<file path="config.mk">
export PLATFORM = sky130hd
export DESIGN_NAME = time_of_day_text_parser
export DESIGN_NICKNAME = d
export VERILOG_FILES = /design/src/design/tdp_pkg.sv /design/src/design/tdp_ctrl.sv /design/src/design/tdp_dp.sv /design/src/design/time_of_day_text_parser.sv
export SDC_FILE = /design/constraint.sdc
export NUM_CORES = 1
export LEC_CHECK = 0
export ABC_AREA = 1
export BUFFER_PORTS_ARGS = -buffer_cell sky130_fd_sc_hd__buf_2
export CAP_MARGIN = 40
export CELL_PAD_IN_SITES_DETAIL_PLACEMENT = 1
export CELL_PAD_IN_SITES_GLOBAL_PLACEMENT = 2
export CORE_MARGIN = 10
export CORE_UTILIZATION = 42
export DETAILED_ROUTE_END_ITERATION = 12
export PLACE_DENSITY = 0.93
export SYNTH_ARGS = -nofsm -noshare
export SYNTH_HDL_FRONTEND = slang
export SYNTH_SLANG_ARGS = --single-unit
</file>
<file path="constraint.sdc">
create_clock -name clk -period 18.1 [get_ports clk]
set_clock_uncertainty 0.1 [all_clocks]
set_input_delay 0 -clock clk [delete_from_list [all_inputs] [get_ports clk]]
set_output_delay 0 -clock clk [all_outputs]
set_load 0.02 [all_outputs]
</file>
<file path="src/design/tdp_pkg.sv">
// ----------------------------------------------------------------------------
// tdp_pkg
// Types and constants shared by the time-of-day text parser modules.
// ----------------------------------------------------------------------------
package tdp_pkg;

	typedef enum logic [1:0] {
		MODE_24H = 2'd0,
		MODE_12H = 2'd1,
		MODE_DEC = 2'd2,
		MODE_RSV = 2'd3
	} mode_t;

	typedef enum logic [2:0] {
		PH_HOUR   = 3'd0,
		PH_MIN    = 3'd1,
		PH_SEC    = 3'd2,
		PH_WS     = 3'd3,
		PH_LETTER = 3'd4,
		PH_DONE   = 3'd5
	} phase_t;

	typedef enum logic [2:0] {
		SUF_NONE = 3'd0,
		SUF_A    = 3'd1,
		SUF_P    = 3'd2,
		SUF_AM   = 3'd3,
		SUF_PM   = 3'd4
	} suffix_t;

	typedef enum logic [1:0] {
		ST_SCAN  = 2'd0,
		ST_CHECK = 2'd1,
		ST_MUL   = 2'd2
	} ctrl_state_t;

	typedef struct packed {
		logic scan;
		logic check;
		logic load;
	} tdp_cmd_t;

	localparam int unsigned MICROS_W = 37;
	localparam int unsigned FIELD_W  = 7;
	localparam int unsigned SUM_W    = 17;
	localparam int unsigned MULT_W   = 20;

	localparam logic [7:0] CH_0     = 8'h30;
	localparam logic [7:0] CH_9     = 8'h39;
	localparam logic [7:0] CH_COLON = 8'h3a;
	localparam logic [7:0] CH_SPACE = 8'h20;
	localparam logic [7:0] CH_TAB   = 8'h09;
	localparam logic [7:0] CH_UA    = 8'h41;
	localparam logic [7:0] CH_LA    = 8'h61;
	localparam logic [7:0] CH_UP    = 8'h50;
	localparam logic [7:0] CH_LP    = 8'h70;
	localparam logic [7:0] CH_UM    = 8'h4d;
	localparam logic [7:0] CH_LM    = 8'h6d;

	localparam logic [FIELD_W-1:0] MAX_HOUR_24 = 7'd23;
	localparam logic [FIELD_W-1:0] MAX_HOUR_12 = 7'd12;
	localparam logic [FIELD_W-1:0] MAX_HOUR_DEC = 7'd9;
	localparam logic [FIELD_W-1:0] MAX_MIN_SEC = 7'd59;

	localparam logic [MULT_W-1:0] US_PER_SEC     = 20'd1000000;
	localparam logic [MULT_W-1:0] US_PER_DEC_SEC = 20'd864000;

	localparam logic [MICROS_W-1:0] DAY_MICROS = 37'd86400000000;

endpackage

</file>
<file path="src/design/tdp_ctrl.sv">
// ----------------------------------------------------------------------------
// tdp_ctrl
// Controller: sequences character scan, final check and conversion.
// ----------------------------------------------------------------------------
module tdp_ctrl
	import tdp_pkg::*;
(
	input  logic     clk,
	input  logic     arst_n,
	input  logic     in_valid,
	input  logic     last,
	output logic     in_stall,
	output logic     out_valid,
	input  logic     out_stall,
	output tdp_cmd_t cmd
);

	ctrl_state_t state_q, state_d;
	logic        out_valid_q;
	logic        in_xfer;

	assign in_xfer = in_valid && !in_stall;

	always_comb begin
		state_d = state_q;
		unique case (state_q)
			ST_SCAN: begin
				if (in_xfer && last) begin
					state_d = ST_CHECK;
				end
			end
			ST_CHECK: begin
				state_d = ST_MUL;
			end
			ST_MUL: begin
				if (!out_valid_q || !out_stall) begin
					state_d = ST_SCAN;
				end
			end
			default: begin
				state_d = ST_SCAN;
			end
		endcase
	end

	always_comb begin
		cmd      = '0;
		in_stall = 1'b1;
		unique case (state_q)
			ST_SCAN: begin
				in_stall = 1'b0;
				cmd.scan = in_xfer;
			end
			ST_CHECK: begin
				cmd.check = 1'b1;
			end
			ST_MUL: begin
				cmd.load = !out_valid_q || !out_stall;
			end
			default: begin
				cmd = '0;
			end
		endcase
	end

	always_ff @(posedge clk or negedge arst_n) begin
		if (!arst_n) begin
			state_q     <= ST_SCAN;
			out_valid_q <= 1'b0;
		end else begin
			state_q <= state_d;
			if (cmd.load) begin
				out_valid_q <= 1'b1;
			end else if (!out_stall) begin
				out_valid_q <= 1'b0;
			end
		end
	end

	assign out_valid = out_valid_q;

endmodule

</file>
<file path="src/design/tdp_dp.sv">
// ----------------------------------------------------------------------------
// tdp_dp
// Datapath: field scanner, range checks, seconds sum and microsecond scaling.
// ----------------------------------------------------------------------------
module tdp_dp
	import tdp_pkg::*;
(
	input  logic                clk,
	input  logic                arst_n,
	input  logic                cfg_we,
	input  logic [1:0]          cfg_wdata,
	input  logic [7:0]          ch,
	input  tdp_cmd_t            cmd,
	output logic                valid_res,
	output logic [MICROS_W-1:0] micros_of_day
);

	mode_t               mode_q;
	phase_t              phase_q, phase_d;
	suffix_t             suf_q, suf_d;
	logic [FIELD_W-1:0]  fv_q, fv_d;
	logic [1:0]          cnt_q, cnt_d;
	logic [FIELD_W-1:0]  hour_q, hour_d;
	logic [FIELD_W-1:0]  min_q, min_d;
	logic [FIELD_W-1:0]  sec_q, sec_d;
	logic                err_q, err_d;

	logic                is_digit, is_ws, is_a, is_p, is_m;
	logic [3:0]          digit;
	logic [10:0]         fv_mul;

	logic [FIELD_W-1:0]  m_eff, s_eff, h_adj;
	logic                shape_ok, ok;
	logic [20:0]         sum_wide;
	logic [SUM_W-1:0]    sum_q;
	logic                dec_q;
	logic                ok_q;
	logic [MULT_W-1:0]   mult;
	logic [MICROS_W-1:0] prod;
	logic [MICROS_W-1:0] micros_q;
	logic                valid_res_q;

	assign is_digit = (ch >= CH_0) && (ch <= CH_9);
	assign digit    = 4'(ch - CH_0);
	assign is_ws    = (ch == CH_SPACE) || (ch == CH_TAB);
	assign is_a     = (ch == CH_UA) || (ch == CH_LA);
	assign is_p     = (ch == CH_UP) || (ch == CH_LP);
	assign is_m     = (ch == CH_UM) || (ch == CH_LM);
	assign fv_mul   = 11'(fv_q) * 11'd10 + 11'(digit);

	// character scanner
	always_comb begin
		phase_d = phase_q;
		suf_d   = suf_q;
		fv_d    = fv_q;
		cnt_d   = cnt_q;
		hour_d  = hour_q;
		min_d   = min_q;
		sec_d   = sec_q;
		err_d   = err_q;
		if (cmd.check) begin
			phase_d = PH_HOUR;
			suf_d   = SUF_NONE;
			fv_d    = '0;
			cnt_d   = '0;
			hour_d  = '0;
			min_d   = '0;
			sec_d   = '0;
			err_d   = 1'b0;
		end else if (cmd.scan && !err_q) begin
			case (phase_q) inside
				PH_HOUR, PH_MIN, PH_SEC: begin
					if (is_digit) begin
						if (cnt_q == 2'd2) begin
							err_d = 1'b1;
						end else begin
							fv_d  = fv_mul[FIELD_W-1:0];
							cnt_d = cnt_q + 2'd1;
						end
					end else if (ch == CH_COLON) begin
						if (cnt_q == 2'd0 || phase_q == PH_SEC) begin
							err_d = 1'b1;
						end else begin
							if (phase_q == PH_HOUR) begin
								hour_d  = fv_q;
								phase_d = PH_MIN;
							end else begin
								min_d   = fv_q;
								phase_d = PH_SEC;
							end
							fv_d  = '0;
							cnt_d = '0;
						end
					end else if (mode_q == MODE_12H && phase_q != PH_HOUR
						&& cnt_q != 2'd0) begin
						if (phase_q == PH_MIN) begin
							min_d = fv_q;
						end else begin
							sec_d = fv_q;
						end
						fv_d  = '0;
						cnt_d = '0;
						if (is_ws) begin
							phase_d = PH_WS;
						end else if (is_a) begin
							suf_d   = SUF_A;
							phase_d = PH_LETTER;
						end else if (is_p) begin
							suf_d   = SUF_P;
							phase_d = PH_LETTER;
						end else begin
							err_d = 1'b1;
						end
					end else begin
						err_d = 1'b1;
					end
				end
				PH_WS: begin
					if (is_a) begin
						suf_d   = SUF_A;
						phase_d = PH_LETTER;
					end else if (is_p) begin
						suf_d   = SUF_P;
						phase_d = PH_LETTER;
					end else if (!is_ws) begin
						err_d = 1'b1;
					end
				end
				PH_LETTER: begin
					if (is_m) begin
						suf_d   = (suf_q == SUF_P) ? SUF_PM : SUF_AM;
						phase_d = PH_DONE;
					end else begin
						err_d = 1'b1;
					end
				end
				default: begin
					err_d = 1'b1;
				end
			endcase
		end
	end

	// final checks and seconds sum
	always_comb begin
		m_eff    = (mode_q != MODE_12H && phase_q == PH_MIN) ? fv_q : min_q;
		s_eff    = (mode_q != MODE_12H && phase_q == PH_SEC) ? fv_q : sec_q;
		shape_ok = (phase_q == PH_MIN || phase_q == PH_SEC) && cnt_q != 2'd0;
		h_adj    = (mode_q == MODE_12H && hour_q == MAX_HOUR_12) ? '0 : hour_q;
		if (mode_q == MODE_12H && suf_q == SUF_PM) begin
			h_adj = h_adj + 7'd12;
		end
		ok = 1'b0;
		unique case (mode_q)
			MODE_24H: ok = shape_ok && hour_q <= MAX_HOUR_24
				&& m_eff <= MAX_MIN_SEC && s_eff <= MAX_MIN_SEC;
			MODE_12H: ok = phase_q == PH_DONE && hour_q != '0
				&& hour_q <= MAX_HOUR_12 && m_eff <= MAX_MIN_SEC
				&& s_eff <= MAX_MIN_SEC;
			MODE_DEC: ok = shape_ok && hour_q <= MAX_HOUR_DEC;
			default:  ok = 1'b0;
		endcase
		ok = ok && !err_q;
		if (mode_q == MODE_DEC) begin
			sum_wide = 21'(hour_q) * 21'd10000 + 21'(m_eff) * 21'd100 + 21'(s_eff);
		end else begin
			sum_wide = 21'(h_adj) * 21'd3600 + 21'(m_eff) * 21'd60 + 21'(s_eff);
		end
	end

	assign mult = dec_q ? US_PER_DEC_SEC : US_PER_SEC;
	assign prod = MICROS_W'(sum_q) * MICROS_W'(mult);

	always_ff @(posedge clk or negedge arst_n) begin
		if (!arst_n) begin
			mode_q  <= MODE_24H;
			phase_q <= PH_HOUR;
			suf_q   <= SUF_NONE;
			fv_q    <= '0;
			cnt_q   <= '0;
			hour_q  <= '0;
			min_q   <= '0;
			sec_q   <= '0;
			err_q   <= 1'b0;
		end else begin
			if (cfg_we) begin
				mode_q <= mode_t'(cfg_wdata);
			end
			phase_q <= phase_d;
			suf_q   <= suf_d;
			fv_q    <= fv_d;
			cnt_q   <= cnt_d;
			hour_q  <= hour_d;
			min_q   <= min_d;
			sec_q   <= sec_d;
			err_q   <= err_d;
		end
	end

	always_ff @(posedge clk or negedge arst_n) begin
		if (!arst_n) begin
			sum_q       <= '0;
			dec_q       <= 1'b0;
			ok_q        <= 1'b0;
			valid_res_q <= 1'b0;
			micros_q    <= '0;
		end else begin
			if (cmd.check) begin
				sum_q <= sum_wide[SUM_W-1:0];
				dec_q <= (mode_q == MODE_DEC);
				ok_q  <= ok;
			end
			if (cmd.load) begin
				valid_res_q <= ok_q;
				micros_q    <= ok_q ? prod : '0;
			end
		end
	end

	assign valid_res     = valid_res_q;
	assign micros_of_day = micros_q;

endmodule

</file>
<file path="src/design/time_of_day_text_parser.sv">
// ----------------------------------------------------------------------------
// time_of_day_text_parser
// Parses an ASCII H:M[:S] time string (24-hour, 12-hour AM/PM or decimal)
// one character per transfer and returns the microseconds of the day.
// ----------------------------------------------------------------------------
//  channel | signals                               | direction
//  --------+---------------------------------------+----------
//  in      | in_valid, in_stall, ch, last          | sink
//  out     | out_valid, out_stall, valid_res,      | source
//          | micros_of_day                         |
//  cfg     | cfg_we, cfg_wdata (time_mode)         | sink
//
//  a character that is not last is taken without a stall, back to back
//  a last character holds in_stall through the range check and seconds
//  sum, then through the multiply into the output register
//  the multiply waits while an earlier result is still stalled at the output
//  arst_n clears the parser state, the output register and sets 24-hour mode
// ----------------------------------------------------------------------------
module time_of_day_text_parser
	import tdp_pkg::*;
(
	input  logic                clk,
	input  logic                arst_n,
	input  logic                cfg_we,
	input  logic [1:0]          cfg_wdata,
	input  logic                in_valid,
	output logic                in_stall,
	input  logic [7:0]          ch,
	input  logic                last,
	output logic                out_valid,
	input  logic                out_stall,
	output logic                valid_res,
	output logic [MICROS_W-1:0] micros_of_day
);

	tdp_cmd_t cmd;

	tdp_ctrl u_ctrl (
		.clk       (clk),
		.arst_n    (arst_n),
		.in_valid  (in_valid),
		.last      (last),
		.in_stall  (in_stall),
		.out_valid (out_valid),
		.out_stall (out_stall),
		.cmd       (cmd)
	);

	tdp_dp u_dp (
		.clk           (clk),
		.arst_n        (arst_n),
		.cfg_we        (cfg_we),
		.cfg_wdata     (cfg_wdata),
		.ch            (ch),
		.cmd           (cmd),
		.valid_res     (valid_res),
		.micros_of_day (micros_of_day)
	);

endmodule

</file>
-- After elaboration in Yosys (flattened, before gate mapping)
Index checks and enable logic that the tools add are counted.
- bits in registers: 99
- output and inout port bits: 40
- add/sub/neg operators: 8
- $mul: 6
- order comparisons: 7
- equality and inequality tests: 49
- muxes and demuxes: 100
- reductions and logical operators: 56
- operators with widths (operator ; count):
    $mux W7 ; 35
    $mux W3 ; 26
    $eq A8 B7 Y1 const B ; 6
    $mul A17 B20 Y37 ; 1
    $mux W37 ; 1
    $add A17 B7 Y17 ; 2
    $mux W1 ; 23
    $mux W2 ; 11
    $logic_and A1 B1 Y1 ; 20
    $ne A4 B4 Y1 const B ; 5
    $mux W18 ; 1
    $ne A3 B3 Y1 const B ; 6
    $ne A6 B5 Y1 const B ; 3
    $reduce_and A6 Y1 ; 3
    $add A17 B13 Y17 ; 1
    $add A17 B14 Y17 ; 1
    $mux W17 ; 1
    $eq A8 B6 Y1 const B ; 2
    $le A7 B4 Y1 const B ; 2
    $le A7 B6 Y1 const B ; 2
    $reduce_and A7 Y1 ; 2
    $mul A7 B10 Y13 const B ; 1
    $mul A7 B8 Y13 const B ; 1
    $mul A7 B5 Y12 const B ; 1
    37 further kinds ; 69

-- Longest topological paths before layout
- word-level depth: 11
- gate-level depth with buffers: 36
- depth with buffers taken out: 35

-- Hierarchy
Synthesis repeated with hierarchy kept, for this count alone.
- cell total of the unflattened synthesis: 2058
- area total of the unflattened synthesis: 15850.2 µm²
- by module, submodules not included (module ; times used ; cells each ; area an instance (µm²) ; seq. area each (µm²)):
    tdp_dp ; 1 ; 2037 ; 15700.1 ; 2252.2
    tdp_ctrl ; 1 ; 21 ; 150.1 ; 75.1

-- Least setup slack after synthesis
No wires, ideal clock.
- path type: reg2reg
- start point: register u_dp.phase_q[1]
- end point: register u_dp.sum_q[16]
- library setup time: 0.117 ns
- arrival time: 5.458 ns
- required time: 17.883 ns
- path slack: 12.425 ns
- cell stages (with the launch flop): 36
- buffers on the path: 1
- period minus slack after synthesis: 5.675 ns
- cell sequence: dfrtp_1 inv_2 nand2_1 nor2_1 nand2_1 buf_2 o21ai_0 inv_1 ha_1 ha_1 fa_1 ha_1 a21oi_1 nand2_1 nand2_1 nand2_1 a21oi_1 nor2_1 o21ai_0 nand2_1 nand2_1 nand2_1 ha_1 ha_1 nand2_1 inv_1 a21oi_1 nand3_1 nand2_1 nand2_1 nand2_1 nand2_1 nand3_1 nand2_1 nand2_1 nand2_1
- word-level cells in the longest chain between the ends: 7
- elaborated cells between the ends (all ways): 13
- those cells by class: add/sub: 4; mul: 2; eq/ne: 2; mux: 3; reduce/logical: 2
- RTL lines (what ; RTL line ; RTL):
    start: declaration ; tdp_dp.sv:19 ; phase_t phase_q, phase_d;
    start signal: assignment ; tdp_dp.sv:189 ; phase_q <= phase_d;
    $eq A3 B1 Y1 ; tdp_dp.sv:146 ; m_eff = (mode_q != MODE_12H && phase_q == PH_MIN) ? fv_q : min_q;
    $logic_and A1 B1 Y1 ; tdp_dp.sv:146 ;
    $mux W7 ; tdp_dp.sv:146 ;
    $mul A7 B4 Y11 or $mul A7 B5 Y12 (tied branches) ; tdp_dp.sv:167, tdp_dp.sv:165 ;
    $add A17 B13 Y17 or $add A17 B14 Y17 (tied branches) ; tdp_dp.sv:167, tdp_dp.sv:165 ;
    $add A17 B7 Y17, on equally long branches ; tdp_dp.sv:167, tdp_dp.sv:165 ;
    $mux W17 * ; tdp_dp.sv:164 ; if (mode_q == MODE_DEC) begin
    end signal: assignment ; tdp_dp.sv:209 ; sum_q <= sum_wide[SUM_W-1:0];
    end: declaration ; tdp_dp.sv:35 ; logic [SUM_W-1:0] sum_q;
Mark *: on every way between the ends. The rest lies on a longest branch, timed or not.
A chain may end at the register's enable or synchronous reset.

-- Worst setup path in the final report
- start point: register u_dp.sum_q[3]
- end point: register u_dp.micros_q[35] (netlist: u_dp.micros_of_day[35])
- word-level cells in the longest chain between the ends: 2
- RTL lines (what ; RTL line ; RTL):
    $mul A17 B20 Y37 ; tdp_dp.sv:172 ; assign prod = MICROS_W'(sum_q) * MICROS_W'(mult);
    $mux W37 ; tdp_dp.sv:215 ; micros_q <= ok_q ? prod : '0;
    end signal: assignment ; tdp_dp.sv:215 ;
    end: declaration ; tdp_dp.sv:40 ; logic [MICROS_W-1:0] micros_q;
No other way between the ends.

==> flow_metrics.env <==
export IMPL_max_slew_margin=0.429
export IMPL_wl_per_cell_microns=17.4
export IMPL_min_path_type="input pin to asynchronous set/reset pin"
export IMPL_grt_use_total=0.207
export IMPL_layout_cells_most_common="inv_1"
export IMPL_wl_microns=45400
export IMPL_dr_pass1_iters=5
export IMPL_die_area_sq_um=45700
export IMPL_slew_violations=0
export IMPL_cts_resized=0
export IMPL_setup_viol=0
export IMPL_cts_root_buffer_cell="clkbuf_16"
export IMPL_synth_area_sq_um=15800
export IMPL_drv_cap=0
export IMPL_dpl_cell_area_sq_um=16600
export IMPL_numCtsBuffers=9
export IMPL_wl_met1_microns=19800
export IMPL_port_buffers=49
export IMPL_routed_via_count=13300
export IMPL_status="finished, final reports clean"
export IMPL_final_cell_area_sq_um=17100
export IMPL_tns_ns=0
export IMPL_grt_ovfl_total=0
export IMPL_gp_routability_congestion=0.913
export IMPL_cp_end_kind="flop"
export IMPL_ant_nets=0
export IMPL_dr_max_layer_used="met4"
export IMPL_fp_dieH_microns=214
export IMPL_antenna_found_initial=0
export IMPL_crit_type="flop to flop"
export IMPL_initial_core_util=0.428
export IMPL_ff2ff_path_depth=21
export IMPL_antenna_cells=0
export IMPL_timing_final_crit_share=0.346
export IMPL_avgSynthCellArea_sq_um=7.81
export IMPL_r2r_end="u_dp.micros_of_day[35]"
export IMPL_cp_start_kind="flop"
export IMPL_ctsLongestPathBuffers=2
export IMPL_syn2layout_area_growth_pct=8.14
export IMPL_wl_met2_microns=23500
export IMPL_seq_area_frac_synth=0.147
export IMPL_grt_max_degree=62
export IMPL_critPathRequiredTime_ns=18.28
export IMPL_cts_tree="yes"
export IMPL_grt_pass1_vias=14700
export IMPL_rrSetupSlack_ns=11.84
export IMPL_r2r_start="u_dp.sum_q[3]"
export IMPL_ys_types=52
export IMPL_layout_common_cells="433 x inv_1, 395 x nand2_1, 277 x ha_1, 161 x fa_1, 131 x nor2_1"
export IMPL_first_iter_violations=552
export IMPL_synth_edf_count=0
export IMPL_dp_hpwl_microns=38700
export IMPL_grt_pass1_wl_microns=75300
export IMPL_clock_sinks=93
export IMPL_cp_arrival_ns=6.44
export IMPL_htree_levels=3
export IMPL_postSynthCellCount=2021
export IMPL_cts_setup_buffers=0
export IMPL_worstMarginPinSlew_ns=0.847
export IMPL_row_count=70
export IMPL_drive_above_1_share=0.0682
export IMPL_clkSlewWorstSetupHoldPaths_ns=0.08
export IMPL_ios=56
export IMPL_min_period_ns=6.26
export IMPL_drc=0
export IMPL_fmax_mhz=160
export IMPL_dieWidth_microns=214
export IMPL_hold_viol=0
export IMPL_rsz0062_at_grt="false"
export IMPL_ys_ff_latch=93
export IMPL_cts_hold_buffers_added=12
export IMPL_ys_warn_count=0
export IMPL_insertion_delay_ns=0.38
export IMPL_routed_via_density=5.10
export IMPL_ys_flop_type="dfrtp_1"
export IMPL_nNetsFinal=2545
export IMPL_crit_path_max_fanout=6
export IMPL_synthArstFlopShare=1.00
export IMPL_core_area_sq_um=36900
export IMPL_dr_wl_met3_microns=1020
## how the worst max path moves through the flow
stage / start / endpoint / slack, ns / depth (start not counted)
2_1_floorplan: u_dp.phase_q[1] / u_dp.sum_q[16] / 12.43 / 35
3_3_place_gp: u_dp.phase_q[1] / u_dp.sum_q[16] / 11.79 / 34
3_5_place_dp: u_dp.sum_q[3] / u_dp.micros_of_day[27] / 11.90 / 22
4_1_cts: u_dp.sum_q[3] / u_dp.micros_of_day[35] / 11.82 / 21
5_1_grt: u_dp.phase_q[1] / u_dp.sum_q[16] / 11.32 / 34
6_report: u_dp.sum_q[3] / u_dp.micros_of_day[35] / 11.84 / 21
## synthesized netlist by cell type, types with 2 or more instances
master,number,share of area
o21ai_0,106,0.034
nand3b_1,3,0.0014
dfrtp_1,93,0.15
conb_1,2,0.00048
ha_1,277,0.22
o21ai_1,14,0.0044
o211ai_1,2,0.00095
a21o_1,9,0.0043
buf_2,4,0.0013
xor2_1,23,0.013
fa_1,161,0.20
nor2_4,5,0.0036
nor4_1,5,0.0020
nor2_2,2,0.00079
inv_1,433,0.10
o21ai_2,18,0.010
buf_1,2,0.00048
buf_4,7,0.0033
xnor2_1,19,0.011
nor2_1,131,0.031
nand3_2,3,0.0019
nand2_2,15,0.0059
or2_2,5,0.0020
nand2_1,395,0.094
o22ai_1,2,0.00079
nand4_1,21,0.0083
nand3_1,102,0.032
a21oi_1,85,0.027
o21a_1,5,0.0024
nor3_1,8,0.0025
o21bai_1,5,0.0024
inv_2,12,0.0029
clkbuf_1,15,0.0036
a22o_1,2,0.0011
a31oi_1,9,0.0036
buf_6,5,0.0036
## metrics by stage
step                instances  setup WS, ns  hold WS, ns  utilization
floorplan                2041         12.43       -0.396            -
global placement         2568         11.79      -0.0893        0.450
detailed placement       2572         11.90      -0.0898        0.451
CTS                      2600         11.82       0.0584        0.463
global route             2600         11.32       0.0959        0.463
finish                   2600         11.84       0.0459        0.463
## layer usage
metal / vias up / global-route usage
met5: - / 0
met1: 6591 / 0.252
met3: 56 / 0.0225
met2: 145 / 0.381
li1: 6468 / -
met4: 0 / 0.0518
## worst max-delay path, cell delays in order, from the launching register on
cell and delay (ns):
dfrtp_1 0.51, inv_1 0.18, nor2_1 0.35, inv_1 0.11, fa_1 0.52, fa_1 0.44
fa_1 0.51, inv_1 0.06, fa_1 0.48, fa_1 0.55, inv_1 0.06, fa_1 0.53
inv_1 0.04, ha_1 0.37, nand2_1 0.10, inv_1 0.11, nand2_1 0.11, nor3_1 0.46
nand4_1 0.23, nand3_1 0.12, nand2_1 0.06, o21ai_0 0.18
## final cells by class
cell class                      instances  area (sq um)
Fill cell                            4598         19800
Multi-Input combinational cell       1469         11700
Sequential cell                        93          2330
Inverter                              446          1680
Tap cell                              504           631
Timing Repair Buffer                   72           455
Clock buffer                            9           225
Clock inverter                          7          91.3
## kinds of logic (layout without fill, tap and decap cells)
kind of cell             Yosys count  count (layout)  synth area share
buffers and inverters            479             534             0.118
other                              2              22          0.000476
XOR/XNOR                          42              42            0.0233
AND/OR/NAND/NOR                  703             703             0.192
flip-flops                        93              93             0.147
adder cells (fa/ha/maj)          438             438             0.424
AO/OA/AOI/OAI                    264             264            0.0947
## registers in the layout (all words and copies together) (netlist names)
register	flops
u_dp.cnt_q	2
u_dp.phase_q	3
u_dp.sum_q	17
u_dp.dec_q	1
u_dp.min_q	7
u_ctrl.out_valid	1
u_dp.valid_res	1
u_dp.micros_of_day	31
u_dp.sec_q	7
u_dp.suf_q	3
u_ctrl.state_q	2
u_dp.fv_q	7
u_dp.hour_q	7
u_dp.ok_q	1
u_dp.mode_q	2
u_dp.err_q	1
Power is not shown: default switching activity piles up to over one toggle a cycle in this logic, so the estimate is an artifact.
